**src/hw/rtl/tnpc_pkg.sv**
```systemverilog
// Shared types, constants and helper functions of the near-plane clipper.
`timescale 1ns / 1ps

package tnpc_pkg;

  localparam int CW      = 32;            // coordinate width, Q16.16
  localparam int FRAC_W  = 16;            // fraction bits of a coordinate
  localparam int D_W     = CW + 1;        // difference of two coordinates
  localparam int PROD_W  = D_W + CW;      // difference times normal component
  localparam int SUM_W   = PROD_W + 2;    // sum of three such products
  localparam int SIDE_W  = SUM_W - FRAC_W;
  localparam int REM_W   = SIDE_W + 1;    // divider remainder and divisor
  localparam int QUO_W   = 32;            // Q0.32 edge fraction
  localparam int WIDE_W  = D_W + QUO_W + 1;
  localparam int NEAR_W  = 31;
  localparam int ADDR_W  = 5;
  localparam int QDEPTH  = 8;
  localparam int QPTR_W  = $clog2(QDEPTH);
  localparam int QCNT_W  = QPTR_W + 1;

  typedef enum logic [2:0] {
    REG_NORMAL_X,
    REG_NORMAL_Y,
    REG_NORMAL_Z,
    REG_CAMERA_X,
    REG_CAMERA_Y,
    REG_CAMERA_Z,
    REG_NEAR
  } reg_idx_t;

  typedef enum logic [1:0] {
    KIND_NONE,
    KIND_ALL,
    KIND_ONE,
    KIND_TWO
  } kind_t;

  typedef logic signed [CW-1:0] coord_t;

  typedef struct packed {
    coord_t x;
    coord_t y;
    coord_t z;
  } vtx_t;

  typedef struct packed {
    coord_t a_x;
    coord_t a_y;
    coord_t a_z;
    coord_t b_x;
    coord_t b_y;
    coord_t b_z;
    coord_t c_x;
    coord_t c_y;
    coord_t c_z;
  } in_t;

  typedef struct packed {
    coord_t out_a_x;
    coord_t out_a_y;
    coord_t out_a_z;
    coord_t out_b_x;
    coord_t out_b_y;
    coord_t out_b_z;
    coord_t out_c_x;
    coord_t out_c_y;
    coord_t out_c_z;
    logic   last_piece;
  } out_t;

  // One edge intersection on its way through the divider.
  typedef struct packed {
    logic [REM_W-1:0]        rem;
    logic [REM_W-1:0]        den;
    logic [QUO_W-1:0]        quo;
    vtx_t                    o;
    logic signed [D_W-1:0]   dx;
    logic signed [D_W-1:0]   dy;
    logic signed [D_W-1:0]   dz;
  } lane_t;

  // Vertices kept for assembling the result triangles.
  typedef struct packed {
    kind_t kind;
    vtx_t  e0;
    vtx_t  e1;
    vtx_t  e2;
  } job_t;

  typedef struct packed {
    job_t  job;
    lane_t lx;
    lane_t ly;
  } qent_t;

  typedef struct packed {
    job_t job;
    vtx_t x;
    vtx_t y;
  } res_t;

  // Clamp a wide signed value to the coordinate range.
  function automatic coord_t sat_c(input logic signed [WIDE_W-1:0] v);
    logic [WIDE_W-CW:0] top;
    top = v[WIDE_W-1:CW-1];
    if (&top || ~|top) begin
      return coord_t'(v[CW-1:0]);
    end else if (v[WIDE_W-1]) begin
      return {1'b1, {(CW-1){1'b0}}};
    end else begin
      return {1'b0, {(CW-1){1'b1}}};
    end
  endfunction

  function automatic out_t mk_out(input vtx_t a, input vtx_t b, input vtx_t c,
                                  input logic last);
    out_t o;
    o.out_a_x    = a.x;
    o.out_a_y    = a.y;
    o.out_a_z    = a.z;
    o.out_b_x    = b.x;
    o.out_b_y    = b.y;
    o.out_b_z    = b.z;
    o.out_c_x    = c.x;
    o.out_c_y    = c.y;
    o.out_c_z    = c.z;
    o.last_piece = last;
    return o;
  endfunction

endpackage

```
**src/hw/rtl/tnpc_emit.sv**
```systemverilog
// Result assembly: one or two triangle words per job, with output register.
`timescale 1ns / 1ps

module tnpc_emit (
  input  logic           clk,
  input  logic           rst_n,
  input  logic           res_valid,
  input  tnpc_pkg::res_t res,
  output logic           take_ok,
  output logic           out_valid,
  input  logic           out_stall,
  output tnpc_pkg::out_t out_data
);
  import tnpc_pkg::*;

  logic out_valid_r, pend_v_r;
  out_t out_r, pend_r;
  out_t p0, p1;
  logic two, free;

  assign free      = !out_valid_r || !out_stall;
  assign take_ok   = free && !pend_v_r;
  assign out_valid = out_valid_r;
  assign out_data  = out_r;

  always_comb begin
    two = 1'b0;
    p1  = mk_out(res.x, res.job.e1, res.job.e2, 1'b1);
    case (res.job.kind)
      KIND_ONE: begin
        p0 = mk_out(res.x, res.y, res.job.e2, 1'b1);
      end
      KIND_TWO: begin
        p0  = mk_out(res.y, res.job.e1, res.x, 1'b0);
        two = 1'b1;
      end
      default: begin
        p0 = mk_out(res.job.e0, res.job.e1, res.job.e2, 1'b1);
      end
    endcase
  end

  always_ff @(posedge clk) begin
    if (!rst_n) begin
      out_valid_r <= 1'b0;
      pend_v_r    <= 1'b0;
    end else if (free) begin
      if (pend_v_r) begin
        out_valid_r <= 1'b1;
        pend_v_r    <= 1'b0;
      end else begin
        out_valid_r <= res_valid;
        pend_v_r    <= res_valid && two;
      end
    end
  end

  always_ff @(posedge clk) begin
    if (free) begin
      if (pend_v_r) begin
        out_r <= pend_r;
      end else if (res_valid) begin
        out_r  <= p0;
        pend_r <= p1;
      end
    end
  end

endmodule

```
**config.mk**
```make
export PLATFORM = sky130hd
export DESIGN_NAME = tnpc_emit
export DESIGN_NICKNAME = d
export VERILOG_FILES = /design/src/hw/rtl/tnpc_pkg.sv /design/src/hw/rtl/tnpc_emit.sv
export SDC_FILE = /design/constraint.sdc
export NUM_CORES = 1
export LEC_CHECK = 0
export BUFFER_PORTS_ARGS = -buffer_cell sky130_fd_sc_hd__buf_2
export CORE_AREA = 5 5 303 305
export CTS_BUF_LIST = sky130_fd_sc_hd__clkbuf_8
export CTS_CLUSTER_SIZE = 20
export DETAILED_ROUTE_END_ITERATION = 12
export DIE_AREA = 0 0 308 310
export GPL_ROUTABILITY_DRIVEN = 0
export GPL_TIMING_DRIVEN = 0
export SETUP_SLACK_MARGIN = 0.4
export SLEW_MARGIN = 0
export SYNTH_ARGS = -nofsm -noshare
export SYNTH_HDL_FRONTEND = slang
export SYNTH_SLANG_ARGS = --single-unit
```
**constraint.sdc**
```tcl
create_clock -name clk -period 11.35 [get_ports clk]
set_input_delay 0.5675 -clock clk [delete_from_list [all_inputs] [get_ports clk]]
set_output_delay 0.5675 -clock clk [all_outputs]
set_load 0.1 [all_outputs]
```
* Yosys cells after proc, flatten, opt, wreduce, memory -nomap -nowiden *
Cells that the tools add are included.

word-level totals
  bits in registers = 579
  latch bits = 0
  bits in writable memories = 0
  memory bits (read-only) = 0
  input bits = 486
  output and inout port bits = 291
  logic and storage cells = 39
  memories kept = 0

operators by class
  add/sub/neg operators = 0
  multipliers = 0
  divide/modulo/power cells = 0
  magnitude comparators = 0
  equality and inequality tests = 2
  shift operators = 0
  muxes and demuxes = 6
  bitwise logic cells = 1
  reduce and logical (&&, ||, !) cells = 9

operator list
  kind                                        number
  289-bit 2-to-1 mux                          2
  289-bit case mux with 2 select lines        1
  2-bit equality test, second input constant  2
  1-bit zero test                             3
  1-bit 2-to-1 mux                            3
  3-bit AND reduction                         1
  1-bit logical AND                           2
  2-bit AND reduction                         1
  2-bit nonzero test                          1
  1-bit logical OR                            1
  1-bit NOT                                   1

* Logic depth before layout (Yosys ltp) *
  depth after elaboration = 4
  mapped depth = 8

* Worst setup path after synthesis *
Ideal clock, no wire load.

  path type = register -> register
  from = reg out_valid_r, in the netlist out_valid
  to = reg out_r, in the netlist out_data[0] (enable)
  arrival time = 9.040 ns
  required time = 10.596 ns
  setup slack = 1.555 ns
  cell stages (with the launch flop) = 2
  path buffers = 0
  period minus slack after synthesis = 9.795 ns
  cell sequence = dfxtp_1 -> a21oi_2

on the way
  cells in the longest elaborated chain, start to end = 3

RTL lines
  element                               RTL line         source
  from (decl)                           tnpc_emit.sv:16  logic out_valid_r, pend_v_r;
  from (signal assigned)                tnpc_emit.sv:52  out_valid_r <= res_valid;
  1-bit zero test                       tnpc_emit.sv:21  assign free = !out_valid_r || !out_stall;
  1-bit logical OR                      tnpc_emit.sv:21
  2-bit AND reduction (no source line)  -
  to (signal assigned)                  tnpc_emit.sv:61  out_r <= pend_r;
  to (signal assigned)                  tnpc_emit.sv:63  out_r <= p0;
  to (decl)                             tnpc_emit.sv:17  out_t out_r, pend_r;

No other way between the ends.
A chain may end at the register's enable or synchronous reset.

* Final worst setup path *
  from = reg pend_v_r
  to = reg out_r, in the netlist out_data[232] (enable)

on the way
  cells in the longest elaborated chain, start to end = 2

RTL lines
  element                               RTL line         source
  from (decl)                           tnpc_emit.sv:16
  from (signal assigned)                tnpc_emit.sv:53  pend_v_r <= res_valid && two;
  2-bit nonzero test (no source line)   -
  2-bit AND reduction (no source line)  -

No other way between the ends.

==> results.yml <==
timing:
  maxSlewViolCount: 0
  slew_headroom_pct: 33.91
  fin_crit_sh_pct: 38.26
  clock_skew_ps: 45.68
  finalHoldViolations: 0
  fin_tns_setup_ps: 0
  min_period_ps: 4343
  rsz0062_at_grt: "false"
  setup_viol: 0
  tightest_slew_ps: 989.1
  fmax_ghz: 0.2303
global_route:
  grt_use_total_pct: 22.79
  overflow: 0
  grt_max_degree: 64
  antenna_found_initial: 35
  grt_pass1_vias: 22900
  grt_pass1_wl_mm: 159.6
synthesis:
  mappedNetlistNets: 2413
  ys.warnings.count: 0
  postSynthCellCount: 1927
  yosysTopAreaCell: "edfxtp_1"
  ys_seq_area_share_pct: 65.65
  synth-seq-cells: 579
  synth_top_area_share_pct: 65.50
  syn_area_um2: 26450
  netlist_top_cells_area: "edfxtp_1 (66%), o311ai_1 (6.4%), nand2_1 (4.1%), nand4bb_1 (4.1%), mux2i_1 (3.6%)"
  synth_area_per_cell_um2: 13.73
  netlist-cell-type-count: 26
floorplan:
  die_h_um: 310
  die_x_um: 308
  initial_core_util_pct: 29.70
  core_um2: 89050
  row_count: 110
  io-pin-count: 777
  die-area_um2: 95480
route:
  ant_nets: 0
  vias_per_cell: 5.138
  totalWireLength_mm: 115.0
  drc: 0
  avgRoutedWirePerCell_um: 26.23
  drtPass1Iterations: 5
  dr.first_iter.drc_count: 2042
  num_vias: 22540
setup_path:
  cp_max_fo: 25
  crit_required_ps: 11820
  end_kind: "flip-flop"
  cp.arrival_ps: 4810
  startpoint_type: "flip-flop"
  worstSetupPathType: "reg -> reg"
clocking:
  clkTransAtPathRegs_ps: 60
  clk_latency_ps: 770
  cts-hold-fix-buffers: 282
  cts.sinks: 579
  clockBufferDepth: 3
  cts-root-buf: "clkbuf_8"
  numCtsBuffers: 105
  ctsHtreeMaxLevel: 3
  cts_tree: "built"
  cts_resized: 0
  post_cts_buffers: 0
power_and_ir_drop:
  irDropWorstVdd_mv: 0.08610
  powerDensity_nw_per_um2: 158.5
  power_frac_comb_pct: 24.1
  p_clk_share_pct: 31.4
  p_leak_nw: 14.61
  switchingPower_mw: 2.078
  power_frac_seq_pct: 44.5
  intPower_mw: 3.784
  switching_share_pct: 35.46
finish:
  fin_area_um2: 36980
  final_common_cell: "buf_2"
  syn_to_final_growth_pct: 39.82
  most-common-layout-cells: "buf_2 (798), edfxtp_1 (577), nand2_1 (289), dlygate4sd3_1 (282), inv_1 (226)"
  nets: 3596
  drive_gt1_share_pct: 31.66
  fillCellCount: 8437
placement:
  hpwl_mm: 84.02
  place_area_um2: 32250
  portBuffers: 776
hold_path:
  min_path_type: "in -> reg"
run_status:
  run_status: "completed"
flow_run:
  max_cap_violations: 0
[layout make-up]
| type | instances | area (µm²) | area share, % |
|---|---|---|---|
| clock inverters | 78 | 391.6 | 1.059 |
| plain buffers | 182 | 1057 | 2.859 |
| repair buffers | 1076 | 7142 | 19.31 |
| clock buffers | 106 | 1459 | 3.945 |
| well taps | 1176 | 1471 | 3.978 |
| inverters | 193 | 724.4 | 1.959 |
| diodes | 23 | 57.56 | 0.1556 |
| multi-input cells | 973 | 7315 | 19.78 |
| flip-flops and latches | 579 | 17370 | 46.96 |
[synthesized netlist by cell type (all sizes together)]
master	n
edfxtp	577
nand2	289
inv	193
o311ai	192
clkbuf	103
mux2i	96
nand4b	96
nand4bb	96
o211ai	96
or3b	96
buf	79
a21oi	2
and2	2
dfxtp	2
nand2b	2
a21bo	1
a21boi	1
and2b	1
nand4	1
nor2	1
o41ai	1
[path summary, 6_finish.rpt]
path                         startpoint                       to  slack [ps]  cells past startpoint
hold reg to reg   pend_r[188]$_DFFE_PP_  out_data[188]$_DFFE_PP_         510                      2
hold / removal                 res[133]    pend_r[230]$_DFFE_PP_         100                      1
setup / recovery  pend_v_r$_SDFFE_PN0P_  out_data[232]$_DFFE_PP_        7010                     13
setup reg to reg  pend_v_r$_SDFFE_PN0P_  out_data[232]$_DFFE_PP_        7010                     13
[worst max-delay path, cell delays in order, from the launching register on]
cell and delay (ps):
dfxtp_1 320, buf_6 210, buf_6 280, buf_6 340
buf_6 260, buf_6 310, buf_6 220, nor2_1 90
a21oi_4 750, buf_12 280, buf_12 210, buf_12 210
buf_12 220, buf_16 190
[metal layers]
layer  vias up  part of all wire (%)  track usage [%]
met5         -                 0.037                0
met4         8                   4.4            9.480
met3       304                   9.1            5.758
met2      1262                    47            37.00
met1     11100                    39            29.30
li1       9866                     -                -
[power by group through the flow]
stage                     logic (mW)  registers [mW]  clock network, mW
after floorplan                0.262            3.35                  0
after detailed placement        1.33            2.65                  0
after global routing            1.46            2.62               1.98
after CTS                       1.41            2.61               1.88
final                           1.41            2.61               1.84
after global placement          1.29            2.72                  0
[through the flow]
step / setup WS [ps] / total power [mW] / utilization [%] / instances / hold WS [ps]
final: 7007 / 5.862 / 41.53 / 4386 / 102.2
after global routing: 6761 / 6.055 / 41.51 / 4379 / 42.94
after CTS: 6866 / 5.900 / 41.47 / 4363 / 0.9286
after detailed placement: 6887 / 3.976 / 36.22 / 3897 / 530.2
after global placement: -4339 / 4.009 / 35.72 / 3879 / 522.1
after floorplan: 1555 / 3.615 / - / 1927 / 506.6
[state kept, by name (all words and copies together) (netlist names)]
| name | cells |
|---|---|
| out_valid | 1 |
| out_data | 289 |
| pend_r | 288 |
| pend_v_r | 1 |
[cell families after synthesis]
| logic type | Yosys count | share of synthesized area [%] |
|---|---|---|
| simple gates | 584 | 14.71 |
| flops | 579 | 65.65 |
| buf+inv | 375 | 6.731 |
| compound gates | 293 | 9.276 |
| mux | 96 | 3.633 |
Note: power is estimated with default switching activity, not from simulation.
